<file path="config.mk">
export PLATFORM = sky130hd
export DESIGN_NAME = pax_trig
export DESIGN_NICKNAME = d
export VERILOG_FILES = /design/src/pax_pkg.sv /design/src/pax_trig.sv
export SDC_FILE = /design/constraint.sdc
export NUM_CORES = 1
export LEC_CHECK = 0
export ABC_AREA = 1
export ABC_CLOCK_PERIOD_IN_PS = 27600
export BUFFER_PORTS_ARGS = -buffer_cell sky130_fd_sc_hd__clkbuf_2
export CAP_MARGIN = 10
export CELL_PAD_IN_SITES_DETAIL_PLACEMENT = 1
export CELL_PAD_IN_SITES_GLOBAL_PLACEMENT = 1
export CORE_MARGIN = 8
export CORE_UTILIZATION = 43
export CTS_CLUSTER_DIAMETER = 50
export DETAILED_ROUTE_END_ITERATION = 8
export PLACE_DENSITY_LB_ADDON = 0.1
export SYNTH_ARGS = -nofsm -noshare
export SYNTH_HDL_FRONTEND = slang
export SYNTH_SLANG_ARGS = --single-unit
</file>
<file path="constraint.sdc">
create_clock -name clk -period 27.6 [get_ports clk]
set_input_delay 1.38 -clock clk [delete_from_list [all_inputs] [get_ports clk]]
set_output_delay 1.38 -clock clk [all_outputs]
set_load 0.01 [all_outputs]
</file>
<file path="src/pax_pkg.sv">
// Shared constants, types and the quarter-wave sine table of the point rotator.
package pax_pkg;

  localparam int COORD_WIDTH    = 32;
  localparam int TRIG_FRAC_BITS = 16;
  localparam int TRIG_W         = TRIG_FRAC_BITS + 2;
  localparam int PROD_W         = COORD_WIDTH + TRIG_W;
  localparam int DATA_W         = 3 * COORD_WIDTH;
  localparam int TDATA_W        = ((DATA_W + 7) / 8) * 8;

  localparam int ANGLE_W        = 17;
  localparam int STEPS_PER_DEG  = 128;
  localparam int DEG_BITS       = 7;
  localparam int QUARTER_STEPS  = 90 * STEPS_PER_DEG;
  localparam int FULL_STEPS     = 4 * QUARTER_STEPS;
  localparam int NORM_W         = 16;
  localparam int REM_W          = 14;
  localparam int TBL_IDX_W      = 7;
  localparam int TBL_LAST       = 90;
  localparam int SIN_W          = 17;

  localparam int APB_ADDR_W     = 3;
  localparam int APB_DATA_W     = 32;

  // Register index as decoded from paddr[2]
  localparam logic REG_AXIS  = 1'b0;
  localparam logic REG_ANGLE = 1'b1;

  localparam logic signed [TRIG_W-1:0] TRIG_ONE = TRIG_W'(1 << TRIG_FRAC_BITS);

  typedef enum logic [1:0] {
    AXIS_Z    = 2'd0,
    AXIS_Y    = 2'd1,
    AXIS_X    = 2'd2,
    AXIS_NONE = 2'd3
  } axis_t;

  typedef enum logic [1:0] {
    QUAD_I   = 2'd0,
    QUAD_II  = 2'd1,
    QUAD_III = 2'd2,
    QUAD_IV  = 2'd3
  } quad_t;

  typedef struct packed {
    logic signed [TRIG_W-1:0] cosine;
    logic signed [TRIG_W-1:0] sine;
  } trig_t;

  // sin(k deg), k = 0..90, Q1.16
  localparam int SIN_TBL [TBL_LAST+1] = '{
    0, 1144, 2287, 3430, 4572, 5712, 6850, 7987, 9121, 10252,
    11380, 12505, 13626, 14742, 15855, 16962, 18064, 19161, 20252, 21336,
    22415, 23486, 24550, 25607, 26656, 27697, 28729, 29753, 30767, 31772,
    32768, 33754, 34729, 35693, 36647, 37590, 38521, 39441, 40348, 41243,
    42126, 42995, 43852, 44695, 45525, 46341, 47143, 47930, 48703, 49461,
    50203, 50931, 51643, 52339, 53020, 53684, 54332, 54963, 55578, 56175,
    56756, 57319, 57865, 58393, 58903, 59396, 59870, 60326, 60764, 61183,
    61584, 61966, 62328, 62672, 62997, 63303, 63589, 63856, 64104, 64332,
    64540, 64729, 64898, 65048, 65177, 65287, 65376, 65446, 65496, 65526,
    65536
  };

endpackage

</file>
<file path="src/pax_trig.sv">
// Sine/cosine generator: runs a short sequence after each angle write.
module pax_trig (
  input  logic                                clk,
  input  logic                                rst,
  input  logic                                load,
  input  logic signed [pax_pkg::ANGLE_W-1:0]  load_angle,
  output pax_pkg::trig_t                      trig,
  output logic                                busy
);

  localparam int EXT_W  = pax_pkg::TRIG_W + 18;
  localparam int UP_SH  = (pax_pkg::TRIG_FRAC_BITS >= 16) ? pax_pkg::TRIG_FRAC_BITS - 16 : 0;
  localparam int DN_SH  = (pax_pkg::TRIG_FRAC_BITS < 16) ? 16 - pax_pkg::TRIG_FRAC_BITS : 1;
  localparam int MUL_W  = pax_pkg::SIN_W + pax_pkg::DEG_BITS;

  localparam logic signed [17:0] FULL_S   = 18'(pax_pkg::FULL_STEPS);
  localparam logic signed [17:0] FULL2_S  = 18'(2 * pax_pkg::FULL_STEPS);
  localparam logic [pax_pkg::NORM_W-1:0] Q1 = pax_pkg::NORM_W'(pax_pkg::QUARTER_STEPS);
  localparam logic [pax_pkg::NORM_W-1:0] Q2 = pax_pkg::NORM_W'(2 * pax_pkg::QUARTER_STEPS);
  localparam logic [pax_pkg::NORM_W-1:0] Q3 = pax_pkg::NORM_W'(3 * pax_pkg::QUARTER_STEPS);
  localparam logic [pax_pkg::REM_W-1:0]  QR = pax_pkg::REM_W'(pax_pkg::QUARTER_STEPS);

  // Interpolated sine over one quarter, r in steps of 1/128 degree
  function automatic logic [pax_pkg::SIN_W-1:0] quarter_sin(
    input logic [pax_pkg::REM_W-1:0] r
  );
    logic [pax_pkg::TBL_IDX_W-1:0] idx;
    logic [pax_pkg::TBL_IDX_W-1:0] idx_hi;
    logic [pax_pkg::DEG_BITS-1:0]  frac;
    logic [pax_pkg::SIN_W-1:0]     lo;
    logic [pax_pkg::SIN_W-1:0]     hi;
    logic [MUL_W-1:0]              prod;
    idx    = r[pax_pkg::REM_W-1:pax_pkg::DEG_BITS];
    frac   = r[pax_pkg::DEG_BITS-1:0];
    idx_hi = (idx < pax_pkg::TBL_IDX_W'(pax_pkg::TBL_LAST)) ?
             idx + pax_pkg::TBL_IDX_W'(1) : pax_pkg::TBL_IDX_W'(pax_pkg::TBL_LAST);
    lo     = pax_pkg::SIN_W'(pax_pkg::SIN_TBL[idx]);
    hi     = pax_pkg::SIN_W'(pax_pkg::SIN_TBL[idx_hi]);
    prod   = MUL_W'(hi - lo) * MUL_W'(frac) + MUL_W'(pax_pkg::STEPS_PER_DEG / 2);
    return lo + pax_pkg::SIN_W'(prod >> pax_pkg::DEG_BITS);
  endfunction

  // Q1.16 to the working fraction width, rounding half up when narrowing
  function automatic logic signed [pax_pkg::TRIG_W-1:0] to_trig(input logic signed [17:0] v);
    logic signed [EXT_W-1:0] w;
    logic signed [EXT_W-1:0] rnd;
    w   = EXT_W'(v);
    rnd = '0;
    rnd[DN_SH-1] = 1'b1;
    if (pax_pkg::TRIG_FRAC_BITS >= 16) begin
      w = w <<< UP_SH;
    end else begin
      w = w + rnd;
      w = w >>> DN_SH;
    end
    return w[pax_pkg::TRIG_W-1:0];
  endfunction

  logic [2:0]                      step;
  logic [pax_pkg::NORM_W-1:0]      norm;
  logic [pax_pkg::NORM_W-1:0]      norm_next;
  pax_pkg::quad_t                  quad_a;
  pax_pkg::quad_t                  quad_a_next;
  logic [pax_pkg::REM_W-1:0]       rem;
  logic [pax_pkg::REM_W-1:0]       rem_next;
  pax_pkg::quad_t                  quad_b;
  logic [pax_pkg::SIN_W-1:0]       sr;
  logic [pax_pkg::SIN_W-1:0]       cr;
  logic signed [17:0]              s_q16;
  logic signed [17:0]              c_q16;
  logic signed [17:0]              ang_ext;
  logic signed [17:0]              ang_red;

  assign busy = |step;

  // reduce angle into [0, 360) degrees
  always_comb begin
    ang_ext = 18'(load_angle);
    priority if (ang_ext < -FULL_S) begin
      ang_red = ang_ext + FULL2_S;
    end else if (ang_ext < 18'sd0) begin
      ang_red = ang_ext + FULL_S;
    end else if (ang_ext >= FULL_S) begin
      ang_red = ang_ext - FULL_S;
    end else begin
      ang_red = ang_ext;
    end
    norm_next = ang_red[pax_pkg::NORM_W-1:0];
  end

  // split into quadrant and remainder
  always_comb begin
    priority if (norm >= Q3) begin
      quad_a_next = pax_pkg::QUAD_IV;
      rem_next    = pax_pkg::REM_W'(norm - Q3);
    end else if (norm >= Q2) begin
      quad_a_next = pax_pkg::QUAD_III;
      rem_next    = pax_pkg::REM_W'(norm - Q2);
    end else if (norm >= Q1) begin
      quad_a_next = pax_pkg::QUAD_II;
      rem_next    = pax_pkg::REM_W'(norm - Q1);
    end else begin
      quad_a_next = pax_pkg::QUAD_I;
      rem_next    = pax_pkg::REM_W'(norm);
    end
  end

  // quadrant fold
  always_comb begin
    unique case (quad_b)
      pax_pkg::QUAD_I: begin
        s_q16 = $signed({1'b0, sr});
        c_q16 = $signed({1'b0, cr});
      end
      pax_pkg::QUAD_II: begin
        s_q16 = $signed({1'b0, cr});
        c_q16 = -$signed({1'b0, sr});
      end
      pax_pkg::QUAD_III: begin
        s_q16 = -$signed({1'b0, sr});
        c_q16 = -$signed({1'b0, cr});
      end
      pax_pkg::QUAD_IV: begin
        s_q16 = -$signed({1'b0, cr});
        c_q16 = $signed({1'b0, sr});
      end
      default: begin
        s_q16 = '0;
        c_q16 = '0;
      end
    endcase
  end

  always_ff @(posedge clk) begin
    if (rst) begin
      step        <= '0;
      trig.cosine <= pax_pkg::TRIG_ONE;
      trig.sine   <= '0;
    end else begin
      step <= {step[1:0], load};
      if (step[2]) begin
        trig.sine   <= to_trig(s_q16);
        trig.cosine <= to_trig(c_q16);
      end
    end
  end

  always_ff @(posedge clk) begin
    if (load) begin
      norm <= norm_next;
    end
    if (step[0]) begin
      quad_a <= quad_a_next;
      rem    <= rem_next;
    end
    if (step[1]) begin
      quad_b <= quad_a;
      sr     <= quarter_sin(rem);
      cr     <= quarter_sin(QR - rem);
    end
  end

endmodule

</file>
==> qor.csv, run 1 <==
stage,metric,value,unit
grt,grt_pass1_vias,27620,
logic_synthesis,synth.distinct_cells,68,
logic_synthesis,mappedNetlistArea,24620,sq um
place,port_buffers,56,
logic_synthesis,synth_nets,4182,
cts,htreeDepth,3,
sta,skew,23.89,ps
critical_path,critPathKind,register to register,
critical_path,path_max_fanout,33,
critical_path,crit_path_max_incr_delay,620,ps
cts,cts_resized,0,
logic_synthesis,synth_top_area_share,14.96,%
cts,cts_buffer_depth,2,
finish,fin_nets,4147,
die,die_w,255.3,um
cts,numClockSinks,107,
grt,grt_pass1_wl,157100,um
logic_synthesis,post-synth-top-count-cell,nand2_1,
finish,area_growth,4.654,%
critical_path,worstPathArrival,13420,ps
cts,holdBufCountCts,0,
route,wl,99010,um
logic_synthesis,synth-seq-cells,107,
grt,grtUsageTotal,29.54,%
critical_path,endpoint_kind,register,
sta,fmax,75.27,MHz
finish,multiInputGateArea,18810,sq um
critical_path,critPathLaunchType,register,
sta,report.final.setup_viol,0,
route,dr.pass1.iters,5,
min_path,hp-class,register to register,
route,wl_per_cell,22.24,um
cts,numCtsBuffers,9,
die,dieArea,65180,sq um
die,start_util,43.59,%
sta,finalCriticalPeriod,13280,ps
logic_synthesis,ys_warn_count,0,
cts,cts.clk_slew.worst_paths,80,ps
finish,final.fill_count,7581,
critical_path,cpLargestDelayFamily,adder cells,
sta,layout_setup_ws,14320,ps
logic_synthesis,syn_inst,3726,
logic_synthesis,avgSynthCellArea,6.609,sq um
critical_path,worstPathRequired,27740,ps
critical_path,slowest_stage,edfxtp_1,
die,coreArea,56500,sq um
grt,grt_overflow_total,0,
logic_synthesis,seq_area_frac_synth,11.46,%
finish,drive_gt1_share,4.654,%
grt,grt_max_degree,53,
place,place_congestion,0.9657,
route,vias,26180,
route,first_iter_violations,2040,
finish,antenna_cells,0,
logic_synthesis,yosys.area.top_type,fa_1,
place,post-place-ws,14540,ps
logic_synthesis,synth_edf_count,68,
finish,regArea,2823,sq um
sta,worstMarginPinSlew,1213,ps
sta,max-slew-margin-rel,19.11,%
grt,antenna_found_initial,1,
status,status,"complete, no violations",
cts,cts_setup_buffers,0,
run,maxCapViolCount,0,
logic_synthesis,synth_ff_type,edfxtp_1,
critical_path,crit_buf_inv,8,
logic_synthesis,synth_common_cells,"nand2_1 (706), inv_1 (614), nor2_1 (460), a21oi_1 (254), ha_1 (252)",
logic_synthesis,async_flop_share,0,%
sta,hold_viol,0,
place,dp_hpwl,80660,um
die,ios,57,
route,ant_nets,0,
die,fp.dieH,255.3,um
route,vias_per_cell,5.881,
cts,clock_latency,390,ps
route,drc,0,
cts,ctsRootBufferMaster,clkbuf_16,
sta,grt_setup_unrepaired,false,
logic_synthesis,synthTopCellsByArea,"fa_1 (15%), ha_1 (13%), nand2_1 (11%)",
sta,setup_tns,0,ps
critical_path,worst_path_most_repeated_cell,nand2_1,
sta,finalMaxSlewViolations,0,
cts,cts_tree,done,
die,rows,87,
sta,post-route-period-util,48.13,%
## flip-flops by register name, indices dropped and copies added (netlist names)
signal / cells
cr: 17
norm: 16
quad_a: 2
quad_b: 2
rem: 14
sr: 17
step: 3
trig: 36
## area by class of cell
class | count | share of cell area (%)
sequential | 107 | 10.95
inverter | 644 | 9.390
multi-input combinational | 2847 | 73.00
timing repair buffer | 82 | 1.845
tap | 756 | 3.671
clock buffer | 9 | 0.8740
clock inverter | 7 | 0.2622
## worst paths after layout
check | from | end | slack (ps) | cells after the start
hold / removal | step[1] | step[2] | 450 | 2
setup reg to reg | rem[7] | cr[14] | 14320 | 56
hold reg to reg | step[1] | step[2] | 450 | 2
setup / recovery | rem[7] | cr[14] | 14320 | 56
## cells in the final DEF, fill, tap and decap left out, drive strengths merged, types with 5 or more instances in the layout
master and instances:
a21o 8, nand4 24, xnor2 36, nor2 469, nor4 8, ha 252, nor3 38, a22o 5
clkbuf 65, o21bai 7, o31ai 16, o21ai 254, nand3b 7, or2 13, a31oi 20, dfxtp 39
o22ai 35, o221ai 19, a221oi 10, o2111ai 14, a211oi 8, buf 26, a21boi 9, nand3 246
nand2 717, clkinv 7, inv 644, fa 184, xor2 101, o211ai 50, a21oi 255, o311ai 8
o21a 6, edfxtp 68
## cell families after synthesis
logic type,after synthesis,synth area share [%]
buf+inv,772,12.13
simple gates,1530,25.99
fa+ha+maj,436,27.76
xor+xnor,137,4.949
compound gates,744,17.70
flops,107,11.46
## tightest hold or removal path: cells and delay by family, from the launching register on
kind	cells	cell delay, ps
buffers and inverters	1	60
DFF	1	310
and+or+nand+nor	1	40
## routing by layer
layer,global-route usage (%),wire length [um]
met1,38.74,43050
met2,49.96,46830
met3,3.302,5572
met4,10.23,3527
met5,0,27
## through the flow
stage / util (%) / cells / hold WS (ps) / area [sq um]
after detailed placement: 45.10 / 4436 / 441.8 / 25480
final: 45.61 / 4452 / 446.6 / 25770
after CTS: 45.61 / 4452 / 446.6 / 25770
after floorplan: - / 3726 / 400.3 / 24620
after global placement: 45.10 / 4436 / 430.5 / 25480
after global routing: 45.61 / 4452 / 465.2 / 25770
Power of run 1 is left out: the tool's default activity adds up to more than one toggle a clock period on the data nets, which glitch-free logic cannot reach.
==> run 2, diff against run 1 <==
--- a/config.mk
+++ b/config.mk
@@ -6,7 +6,7 @@
 export NUM_CORES = 1
 export LEC_CHECK = 0
 export ABC_AREA = 1
-export ABC_CLOCK_PERIOD_IN_PS = 27600
+export ABC_CLOCK_PERIOD_IN_PS = 12000
 export BUFFER_PORTS_ARGS = -buffer_cell sky130_fd_sc_hd__clkbuf_2
 export CAP_MARGIN = 10
 export CELL_PAD_IN_SITES_DETAIL_PLACEMENT = 1
==> constraint.sdc (replaced) <==
create_clock -name clk -period 12 [get_ports clk]
set_input_delay 0.6 -clock clk [delete_from_list [all_inputs] [get_ports clk]]
set_output_delay 0.6 -clock clk [all_outputs]
set_load 0.01 [all_outputs]
==> run 2 against run 1 <==
Against the previous run: sequential share of layout area decreased by 0.19 points; flip-flop and latch count unchanged; clock skew increased by 8.8 ps; critical path type unchanged.
==> qor.csv, run 2 (synthesis gave the netlist of run 1 again) <==
stage,metric,value,unit,change
status,status,"complete, no violations",,
route,drc,0,,unchanged
grt,grt_pass1_wl,158200,um,+0.68%
critical_path,critPathLaunchType,register,,
critical_path,r2r-end,sr[16],,
die,fp.dieH,255.3,um,unchanged
route,wl_per_cell,22.29,um,+0.22%
die,start_util,43.59,%,unchanged
finish,fin_nets,4194,,+1.1%
grt,grt_overflow_total,0,,unchanged
die,ios,57,,unchanged
sta,worstMarginPinSlew,1157,ps,-56.28 ps
sta,setup_tns,0,ps,unchanged
critical_path,slowest_stage,edfxtp_1,,
cts,htreeDepth,3,,unchanged
cts,clock_latency,400,ps,about the same
route,vias,26500,,+1.2%
die,die_w,255.3,um,unchanged
sta,report.final.setup_viol,0,,unchanged
sta,finalCriticalPeriod,11420,ps,-1869 ps
place,place_congestion,1.004,,+4.0%
sta,fmax,87.60,MHz,+16%
critical_path,r2r_cells,49,,-13%
grt,grt_max_degree,48,,-9.4%
cts,ctsRootBufferMaster,clkbuf_16,,
critical_path,worst_path_most_repeated_cell,nand2_1,,
finish,final.fill_count,7567,,-0.18%
die,dieArea,65180,sq um,unchanged
run,maxCapViolCount,0,,unchanged
route,dr.pass1.iters,6,,+1
critical_path,crit_path_max_incr_delay,630,ps,about the same
finish,reg_top3,"trig: 36 flops, cr: 17 flops, sr: 17 flops",,
finish,drive_gt1_share,6.091,%,+1.4 points
grt,grt_pass1_vias,27830,,+0.74%
min_path,hold_path_end,norm[8],,
cts,cts_resized,1,,+1
sta,post-route-period-util,95.13,%,+47 points
sta,skew,32.73,ps,+8.844 ps
critical_path,worstPathArrival,11550,ps,-1870 ps
sta,hold_viol,0,,unchanged
route,wl,100300,um,+1.3%
cts,cts_setup_buffers,0,,unchanged
critical_path,endpoint_kind,register,,
critical_path,ff2ff_setup_slack,580,ps,-13730 ps
critical_path,critPathKind,register to register,,
min_path,hp-class,input pin to register,,
finish,antenna_cells,0,,unchanged
cts,cts.clk_slew.worst_paths,90,ps,about the same
finish,largest_reg_flops,36,,unchanged
route,ant_nets,0,,unchanged
place,port_buffers,56,,unchanged
grt,grtUsageTotal,29.83,%,+0.29 points
cts,numCtsBuffers,9,,unchanged
min_path,min_path_cells,1,,-1
route,first_iter_violations,2006,,-1.7%
finish,largest_register,trig,,
sta,finalMaxSlewViolations,0,,unchanged
finish,layout_commonest_cell,nand2_1,,
cts,holdBufCountCts,0,,unchanged
die,coreArea,56500,sq um,unchanged
route,vias_per_cell,5.891,,+0.17%
place,dp_hpwl,82430,um,+2.2%
cts,cts_tree,done,,
finish,most-common-layout-cells,"nand2_1 (706), inv_1 (614), nor2_1 (459), a21oi_1 (254), ha_1 (250)",,
cts,numClockSinks,107,,unchanged
sta,max-slew-margin-rel,22.04,%,+2.9 points
critical_path,worstPathRequired,12140,ps,-15600 ps
cts,cts_buffer_depth,2,,unchanged
critical_path,path_max_fanout,17,,-48%
critical_path,crit-reg2reg-launch,rem[8],,
finish,area_growth,6.473,%,
grt,antenna_found_initial,1,,unchanged
die,rows,87,,unchanged
min_path,min_from,load_angle[8],,
run 2: worst max-delay path, delay by kind of cell (launching register included):
kind	cells	cell delay, ps
adders and majority gates	8	3430
and+or+nand+nor	24	2820
AOI/OAI and AO/OA	7	1800
xor gates and xnor gates	4	1290
buffers and inverters	6	1200
DFF	1	630
run 2: through the flow:
step	instance area (sq um)	hold slack, ps	util (%)	setup WS [ps]	instances
after global placement	25830	447.9	45.72	525.6	4483
after floorplan	24620	400.3	-	1144	3726
after global routing	26220	381.9	46.41	-24.10	4499
after detailed placement	25830	437.4	45.72	-60.93	4483
final	26220	397.0	46.41	583.9	4499
after CTS	26150	379.0	46.29	111.5	4499
run 2: metal layers:
metal / vias to the layer above / wire, um / track usage (%)
met2: 961 / 47020 / 50.04
met5: - / 13 / 0
li1: 12180 / - / -
met3: 208 / 6140 / 4.169
met1: 13150 / 42740 / 38.15
met4: 2 / 4358 / 12.47
run 2: layout make-up:
type	count	area [sq um]	area share (%)
inverter	644	2422	9.239
clock inverter	7	88.84	0.3388
clock buffer	9	225.2	0.8590
tap	756	945.9	3.608
multi-input combinational	2847	18880	72.01
sequential	107	2823	10.77
timing repair buffer	129	832.0	3.174
run 2: worst max path at each step:
stage / startpoint / end / slack (ps) / depth (start not counted)
after floorplan: rem[1] / cr[14] / 1140 / 55
after global placement: rem[1] / cr[14] / 530 / 56
after detailed placement: rem[1] / cr[14] / -60 / 56
after CTS: rem[1] / cr[14] / 110 / 56
after global routing: rem[8] / sr[16] / -20 / 49
final: rem[8] / sr[16] / 580 / 49
Power of run 2 is left out for the same reason.
